## src/hw/rtl/cdsu_ram.sv

```systemverilog
// Generic single-write, single-read RAM with registered read data.
module cdsu_ram #(
	parameter int WIDTH = 32,
	parameter int DEPTH = 36
) (
	input  logic                     clk,
	input  logic                     we,
	input  logic [$clog2(DEPTH)-1:0] waddr,
	input  logic [WIDTH-1:0]         wdata,
	input  logic [$clog2(DEPTH)-1:0] raddr,
	output logic [WIDTH-1:0]         rdata
);

	logic [WIDTH-1:0] mem [DEPTH];

	always_ff @(posedge clk) begin
		if (we) begin
			mem[waddr] <= wdata;
		end
		rdata <= mem[raddr];
	end

endmodule

```

## config.mk

```make
export PLATFORM = sky130hd
export DESIGN_NAME = cdsu_ram
export DESIGN_NICKNAME = d
export VERILOG_FILES = /design/src/hw/rtl/cdsu_ram.sv
export SDC_FILE = /design/constraint.sdc
export NUM_CORES = 1
export LEC_CHECK = 0
export BUFFER_PORTS_ARGS = -buffer_cell sky130_fd_sc_hd__buf_2
export CAP_MARGIN = 20
export CORE_MARGIN = 3
export CORE_UTILIZATION = 50
export CTS_BUF_LIST = sky130_fd_sc_hd__clkbuf_2 sky130_fd_sc_hd__clkbuf_4 sky130_fd_sc_hd__clkbuf_8
export DETAILED_ROUTE_END_ITERATION = 6
export PLACE_DENSITY = 0.66
export SYNTH_ARGS = -nofsm -noshare
export SYNTH_HDL_FRONTEND = slang
export SYNTH_SLANG_ARGS = --single-unit
export TNS_END_PERCENT = 100
```

## constraint.sdc

```tcl
create_clock -name clk -period 3.3 [get_ports clk]
set_input_delay 0.33 -clock clk [delete_from_list [all_inputs] [get_ports clk]]
set_output_delay 0.33 -clock clk [all_outputs]
set_load 0.01 [all_outputs]
```

* Yosys cells after proc, flatten, opt, wreduce, memory -nomap -nowiden *
Memories as Yosys holds them, arrays and structs flattened. A register that Yosys moved wholly into a read port is not among the register bits.
Cells that the tools add are included.

operators by class
  divide/modulo/power cells = 0
  equality and inequality tests = 0
  multipliers = 0
  magnitude comparators = 0
  reductions and logical operators = 0
  shift operators = 0
  mux-type cells = 2
  $add $sub $neg = 0
  bitwise logic cells = 0

operators with widths
  operator          count
  2-to-1 mux 1 bit  2

storage, ports and cells
  ROM bits = 0
  input port bits = 46
  word-level logic and storage cells = 3
  output and inout port bits = 32
  memories kept = 1
  register bits after elaboration = 0
  RAM bits = 1152
  bits in latches = 0

memories
  memory  depth  bits a word  rd ports  clocked after memory_dff  write ports  RTL line  source
  mem     36     32           1         1                         1            14        logic [WIDTH-1:0] mem [DEPTH];

* Depth between registers and ports, before layout *
Gate-level depths: netlist of the first run.

  depth in word-level cells = 2
  mapped depth = 8
  gate-level depth less buffers = 5

* Least setup slack after synthesis of the first run *
OpenSTA, ideal clock, no wires.

  path kind = input port to flip-flop
  start point = input waddr[2]
  end point = memory mem[25][0] (enable)
  path slack = 643 ps
  library setup time = 421 ps
  data arrival time = 2236 ps
  stages = 2
  buffers on the path = 0
  required time = 2879 ps
  cells stage by stage = or3b_2 -> nor2_1

RTL lines
  element          RTL line  source
  start, declared  8         input logic [$clog2(DEPTH)-1:0] waddr,
  end, declared    14

No word-level cell before the write port.

* Worst setup path in the final report of the first run *
  start point = register rdata[1], read port of mem
  end point = output rdata[1]

RTL lines
  element          RTL line  source
  start, declared  11        output logic [WIDTH-1:0] rdata

No word-level cell between the ends.

==> qor.tcl, run 1 <==
set qor(outcome) {completed}
set qor(detailroute.via_count) 24200
set qor(post_synth_design_cell_area_um2) 45700
set qor(avgSynthCellArea_um2) 19.5
set qor(cts_inserted_buffers) 183
set qor(drt-pass1-iter-count) 6
set qor(post_synth_and_or_nand_nor_area_fraction_pct) 0.870
set qor(worst_skew_pair_latency_ns) 0.84
set qor(core-area_um2) 90300
set qor(num-nets-final) 2673
set qor(grt_first_pass_wirelength_mm) 170
set qor(ys_types) 28
set qor(final_max_slew_viol_count) 0
set qor(multi_input_area_um2) 9990
set qor(design.die.area_um2) 95100
set qor(worst_setup_hold_path_clk_slew_ns) 0.06
set qor(yosys.area_share.xor_xnor_pct) 0
set qor(kind_of_path_behind_the_tightest_hold_check) {in -> reg}
set qor(post_route_cells_drive_above_1_share_pct) 23.8
set qor(synth-compound-area-share_pct) 7.53
set qor(avgRoutedWirePerCell_um) 29.8
set qor(num_rows) 110
set qor(port_buffers) 77
set qor(setup.worst_path.class) {reg -> out}
set qor(drc) 0
set qor(globalRouteMet2Util_pct) 40.9
set qor(fmaxAchievable_mhz) 522
set qor(nFillCells) 6622
set qor(place.gp.congestion) 0.790
set qor(worstMarginPinSlew_ns) 1.07
set qor(critPathRequiredTime_ns) 2.97
set qor(fraction_of_synthesized_area_in_multiplexers_pct) 12.8
set qor(cp_max_stage_delay_ns) 0.54
set qor(grt_antenna_before_repair) 7
set qor(ys_warn_count) 0
set qor(ctsHtreeMaxLevel) 4
set qor(min_cycle_time_layout_ns) 1.92
set qor(instance_count_of_the_mapped_netlist) 2345
set qor(critical_path_cell_by_cell) {buf_2}
set qor(maxCapViolations) 0
set qor(number_of_nets_in_the_synthesized_netlist) 2391
set qor(cts_tree) {yes}
set qor(gr-usage-met1_pct) 33.9
set qor(ctsRootBufferMaster) {sky130_fd_sc_hd__clkbuf_8}
set qor(globalRoute.totalOverflow) 0
set qor(final-hold-violation-count) 0
set qor(detail_route.wirelength_mm) 118
set qor(combinational_family_with_the_most_area_after_synthesis) {multiplexers}
set qor(grt_pass1_vias) 24400
set qor(fin_setup_tns_ns) 0
set qor(critical_path.slowest_cell) {sky130_fd_sc_hd__dfxtp_1}
set qor(worst_setup_ep_type) {output port}
set qor(grt_util_met3_pct) 5.04
set qor(area_growth_from_synthesis_to_final_layout_pct) 14.6
set qor(timing.critical_path.fanout_max) 2
set qor(synth-edff-count) 1152
set qor(clockBufferDepth) 3
set qor(pre_cts_slack_ns) 0.646
set qor(synth-seq-cells) 1184
set qor(period_share_pct) 58.0
set qor(post-cts-setup-buffers) 0
set qor(synthFlopType) {sky130_fd_sc_hd__edfxtp_1}
set qor(post_synth_fa_ha_maj_area_fraction_pct) 0
set qor(ir_worst_vdd_v) 0.000373
set qor(setup_repair_after_global_routing_missed_its_margin) {no}
set qor(fp.dieH_um) 308
set qor(routed_via_density) 6.11
set qor(drt_iter0_markers) 2559
set qor(power-per-cell-area_nw_per_um2) 580
set qor(grt_max_degree) 77
set qor(antenna_left) 0
set qor(postCtsResizedCells) 0
set qor(seq_area_um2) 35200
set qor(finalClockSkew_ns) 0.0360
set qor(setup_violations) 0
set qor(timing.critical_path.max_delay_family) {flip-flops}
set qor(layout_setup_ws_ns) 1.38
set qor(die_x_um) 308
set qor(asyncSetResetFlopFracSynth_pct) 0
set qor(crit_path_start_kind) {flip-flop}
set qor(top_usage_layer) {met2}
set qor(clock_sink_count) 1184
set qor(critical_path_buf_inv_count) 1
set qor(yosysSeqAreaShare_pct) 77.1
set qor(whs_ns) 0.0466
set qor(p_leak_uw) 0.0181
set qor(initial_utilization_pct) 50.6
set qor(top_level_ports) 78
set qor(slew_margin_rel_pct) 28.4
set qor(worstPathArrival_ns) 1.59
set qor(global_route.usage.total_pct) 25.1
set qor(post-dp-hpwl_mm) 65.1
-- power by group --
part	switching, µW	internal [µW]
registers	71.3	16600
logic	1010	583
clock network	5570	6530
total	6660	23800
-- flip-flops by register name, indices dropped and copies added (netlist names) --
| signal | flops |
|---|---|
| mem | 1152 |
| rdata | 32 |
-- through the flow --
stage / instance area [µm²] / power, µW / instances / utilization [%]
after floorplan: 45700 / 17900 / 2345 / -
after global placement: 48500 / 18500 / 3591 / 53.7
after detailed placement: 48500 / 18600 / 3591 / 53.7
after CTS: 52400 / 30600 / 3957 / 58.0
after global routing: 52400 / 31400 / 3958 / 58.0
final: 52400 / 30400 / 3962 / 58.1
-- cells in the mapped netlist, types with 35 or more instances --
cell / instances / share of area (%)
sky130_fd_sc_hd__a221oi_2: 51 / 1.7
sky130_fd_sc_hd__a22oi_1: 128 / 2.1
sky130_fd_sc_hd__mux2i_1: 512 / 11
sky130_fd_sc_hd__nor2_1: 39 / 0.32
sky130_fd_sc_hd__nand2_1: 35 / 0.29
sky130_fd_sc_hd__edfxtp_1: 1152 / 76
sky130_fd_sc_hd__a21oi_1: 64 / 0.70
sky130_fd_sc_hd__clkbuf_1: 58 / 0.48
sky130_fd_sc_hd__a22o_1: 64 / 1.2
-- per-layer routing --
| metal | wire, µm | vias to the layer above |
|---|---|---|
| met5 | 21 | - |
| met4 | 3430 | 4 |
| met3 | 9530 | 220 |
| met2 | 57700 | 1111 |
| met1 | 47600 | 12600 |
| li1 | - | 10300 |
-- cell usage in the layout (no fill, tap or decap), types with 2 or more instances in the layout --
master and n:
sky130_fd_sc_hd__mux2i_1 512, sky130_fd_sc_hd__dlygate4sd3_1 27, sky130_fd_sc_hd__nand3b_1 5, sky130_fd_sc_hd__buf_4 106, sky130_fd_sc_hd__inv_6 5, sky130_fd_sc_hd__or3b_2 2
sky130_fd_sc_hd__a21oi_1 64, sky130_fd_sc_hd__clkbuf_8 194, sky130_fd_sc_hd__a221oi_1 13, sky130_fd_sc_hd__clkinv_1 48, sky130_fd_sc_hd__buf_12 29, sky130_fd_sc_hd__dfxtp_1 32
sky130_fd_sc_hd__buf_2 75, sky130_fd_sc_hd__clkbuf_4 60, sky130_fd_sc_hd__o41ai_2 32, sky130_fd_sc_hd__diode_2 5, sky130_fd_sc_hd__clkinv_2 18, sky130_fd_sc_hd__o22ai_1 32
sky130_fd_sc_hd__nor2b_4 2, sky130_fd_sc_hd__a22o_1 64, sky130_fd_sc_hd__nand3_1 3, sky130_fd_sc_hd__nand2_1 34, sky130_fd_sc_hd__bufinv_16 5, sky130_fd_sc_hd__a221oi_2 51
sky130_fd_sc_hd__nor2_4 37, sky130_fd_sc_hd__mux4_2 32, sky130_fd_sc_hd__edfxtp_1 1152, sky130_fd_sc_hd__clkinvlp_4 5, sky130_fd_sc_hd__nand2b_2 2, sky130_fd_sc_hd__inv_8 3
sky130_fd_sc_hd__a22oi_1 128, sky130_fd_sc_hd__nor2_1 2
-- final timing paths --
path	slack [ns]	depth (start not counted)	to	startpoint
min reg2reg	0.64	3	rdata[18]	mem[34][18]
max reg2reg	1.53	5	rdata[30]	mem[16][30]
min	0.05	1	mem[29][8]	wdata[8]
max	1.38	1	rdata[1]	rdata[1]
-- timing repair --
action                     in CTS  in global routing
setup endpoints to repair       0                  0
hold buffers                   27                  0
hold endpoints to repair      773                  0
-- logic make-up after synthesis --
| family | Yosys count |
|---|---|
| AND/OR/NAND/NOR | 92 |
| multiplexers | 544 |
| AO/OA/AOI/OAI | 384 |
| flip-flops | 1184 |
| buffers and inverters | 141 |
-- layout make-up --
| class | count | area share (%) |
|---|---|---|
| clock buffer | 254 | 5.95 |
| tap | 1176 | 2.81 |
| antenna | 5 | 0.0239 |
| clock inverter | 85 | 1.05 |
| multi-input combinational | 1020 | 19.1 |
| sequential | 1184 | 67.2 |
| timing repair buffer | 238 | 3.89 |
Note: power is estimated with default switching activity, not from simulation.
==> run 2, diff against run 1 <==
--- a/config.mk
+++ b/config.mk
@@ -11,7 +11,7 @@
 export CORE_UTILIZATION = 50
 export CTS_BUF_LIST = sky130_fd_sc_hd__clkbuf_2 sky130_fd_sc_hd__clkbuf_4 sky130_fd_sc_hd__clkbuf_8
 export DETAILED_ROUTE_END_ITERATION = 6
-export PLACE_DENSITY = 0.66
+export PLACE_DENSITY = 0.68
 export SYNTH_ARGS = -nofsm -noshare
 export SYNTH_HDL_FRONTEND = slang
 export SYNTH_SLANG_ARGS = --single-unit
==> constraint.sdc (replaced) <==
create_clock -name clk -period 1.6 [get_ports clk]
set_input_delay 0.16 -clock clk [delete_from_list [all_inputs] [get_ports clk]]
set_output_delay 0.16 -clock clk [all_outputs]
set_load 0.01 [all_outputs]
==> run 2 against run 1 <==
  * Non-clock buffer count increased by 160
  * Cell count grew 4.3%
  * Global-route usage grew 0.053 points
  * Sequential share of layout area down 3.2 points
  * Sequential cell count stayed put
  * Clock skew increased by 0.0096 ns
  * Combinational power increased by 140%
  * Clock power increased by 110%
  * Largest cell class unchanged
==> qor.tcl, run 2 (synthesis results as in run 1) <==
set qor(rr_worst_depth) 5
set qor(kind_of_path_behind_the_tightest_hold_check) {in -> reg}
set qor(fmaxAchievable_mhz) 642
set qor(die_x_um) 308
set qor(grt_first_pass_wirelength_mm) 171
set qor(layout_setup_ws_ns) 0.0412
set qor(place.gp.congestion) 0.827
set qor(avgRoutedWirePerCell_um) 28.8
set qor(grt_antenna_before_repair) 9
set qor(design.die.area_um2) 95100
set qor(global_route.usage.total_pct) 25.1
set qor(detailroute.via_count) 24900
set qor(clock_sink_count) 1184
set qor(num-nets-final) 2834
set qor(worst_skew_pair_latency_ns) 0.84
set qor(dpl-instance-area_um2) 50700
set qor(totalPowerFinal_uw) 64300
set qor(cts_tree) {yes}
set qor(layoutNonFillerInstCount) 4134
set qor(final_max_slew_viol_count) 0
set qor(top_level_ports) 78
set qor(final-hold-violation-count) 0
set qor(setup_violations) 0
set qor(hold_depth) 5
set qor(grt_pass1_vias) 25000
set qor(worst_setup_ep_type) {flip-flop}
set qor(ctsRootBufferMaster) {sky130_fd_sc_hd__clkbuf_8}
set qor(fp.dieH_um) 308
set qor(area_growth_from_synthesis_to_final_layout_pct) 20.5
set qor(worstPathArrival_ns) 2.24
set qor(ctsHtreeMaxLevel) 4
set qor(port_buffers) 77
set qor(min_cycle_time_layout_ns) 1.56
set qor(most-common-layout-cells) {sky130_fd_sc_hd__edfxtp_1, sky130_fd_sc_hd__mux2i_1, sky130_fd_sc_hd__clkbuf_8, sky130_fd_sc_hd__buf_4, sky130_fd_sc_hd__a22oi_1}
set qor(power-per-cell-area_nw_per_um2) 1170
set qor(ir_worst_vdd_v) 0.000812
set qor(nFillCells) 6329
set qor(maxCapViolations) 0
set qor(core-area_um2) 90300
set qor(globalRoute.totalOverflow) 0
set qor(post-dp-hpwl_mm) 71.8
set qor(setup_repair_after_global_routing_missed_its_margin) {yes}
set qor(number_of_flip_flops_under_the_largest_register_name) 1152
set qor(critical_path_cell_by_cell) {mux2i_1 > a22o_1 > a221oi_2 > o22ai_2 > o41ai_4}
set qor(worst_setup_hold_path_clk_slew_ns) 0.07
set qor(pre_cts_slack_ns) -0.548
set qor(antenna_left) 0
set qor(p_leak_uw) 0.0195
set qor(post_route_cells_drive_above_1_share_pct) 29.4
set qor(setup.worst_path.class) {reg -> reg}
set qor(top_register) {mem}
set qor(critical_path_buf_inv_count) 0
set qor(timing.critical_path.fanout_max) 1
set qor(drt-pass1-iter-count) 5
set qor(cts_inserted_buffers) 184
set qor(worstMarginPinSlew_ns) 0.691
set qor(critical_path.slowest_cell) {sky130_fd_sc_hd__o41ai_4}
set qor(final_core_util_pct) 61.0
set qor(layout_commonest_cell) {sky130_fd_sc_hd__edfxtp_1}
set qor(drc) 0
set qor(clockBufferDepth) 3
set qor(initial_utilization_pct) 50.6
set qor(largest_registers) {mem (1152), rdata (32)}
set qor(outcome) {completed}
set qor(slew_margin_rel_pct) 53.9
set qor(timing.critical_path.max_delay_family) {compound AO/OA/AOI/OAI gates}
set qor(crit_path_start_kind) {flip-flop}
set qor(period_share_pct) 97.4
set qor(drt_iter0_markers) 2665
set qor(num_rows) 110
set qor(detail_route.wirelength_mm) 119
set qor(critPathRequiredTime_ns) 2.28
set qor(cp_num_cells) 5
set qor(placed_cells_incl_taps) 3739
set qor(finalClockSkew_ns) 0.0455
set qor(cp_max_stage_delay_ns) 0.43
set qor(routed_via_density) 6.03
set qor(grt_max_degree) 37
set qor(finalInstanceArea_um2) 55100
run 2: changes by cell type in the layout (fill, tap and decap cells not counted), sizes merged:
cell / delta
clkinvlp: -4
buf: +148
inv: +4
bufinv: -2
dlygate4sd3: +11
clkbuf: +40
diode: +3
clkinv: -28
run 2: timing repair:
| action | CTS | global route |
|---|---|---|
| setup endpoints to repair | 18 | 19 |
| resized for setup | 40 | 4 |
| cloned | 0 | 1 |
| pin swaps | 1 | 6 |
| hold buffers | 39 | 0 |
| endpoints found under the hold margin | 1212 | 0 |
| buffers inserted | 0 | 0 |
run 2: worst paths after layout:
path,from,end,slack [ns]
worst min-delay path,waddr[3],mem[27][22],0.11
worst min register to register,mem[32][9],rdata[9],0.67
worst max register to register,mem[17][5],rdata[5],0.04
worst max-delay path,mem[17][5],rdata[5],0.04
run 2: per-layer routing:
| metal | global-route usage, % | vias to the layer above | wire length [µm] |
|---|---|---|---|
| met3 | 4.72 | 215 | 9740 |
| met2 | 40.8 | 1149 | 57900 |
| met4 | 8.17 | 2 | 3280 |
| met5 | 0 | - | 12 |
| li1 | - | 10600 | - |
| met1 | 34.6 | 12900 | 48100 |
run 2: stage by stage:
step           hold WS, ns  setup TNS (ns)
2_1_floorplan        0.259         -233.04
4_1_cts            0.00821        -0.00802
3_5_place_dp         0.572          -14.66
6_report             0.107               0
3_3_place_gp         0.562          -11.92
5_1_grt             0.0542         -0.0226
run 2: worst register-to-register path: stages (launching register included):
cell                       delay [ns]
sky130_fd_sc_hd__edfxtp_1        0.32
sky130_fd_sc_hd__mux2i_1         0.07
sky130_fd_sc_hd__a22o_1          0.25
sky130_fd_sc_hd__a221oi_2        0.20
sky130_fd_sc_hd__o22ai_2         0.15
sky130_fd_sc_hd__o41ai_4         0.43
run 2: power breakdown:
group | switching (µW) | internal [µW] | leakage [µW]
logic | 2210 | 1580 | 0.00672
clock network | 11600 | 14400 | 0.00209
registers | 157 | 34300 | 0.0106
run 2: area by class of cell:
| cell class | instances | area (µm²) | area share, % |
|---|---|---|---|
| antenna | 8 | 20.0 | 0.0363 |
| sequential | 1184 | 35300 | 64.0 |
| multi-input combinational | 1020 | 10000 | 18.2 |
| clock buffer | 293 | 3490 | 6.33 |
| clock inverter | 55 | 412 | 0.747 |
| timing repair buffer | 398 | 4400 | 7.98 |
| tap | 1176 | 1470 | 2.67 |
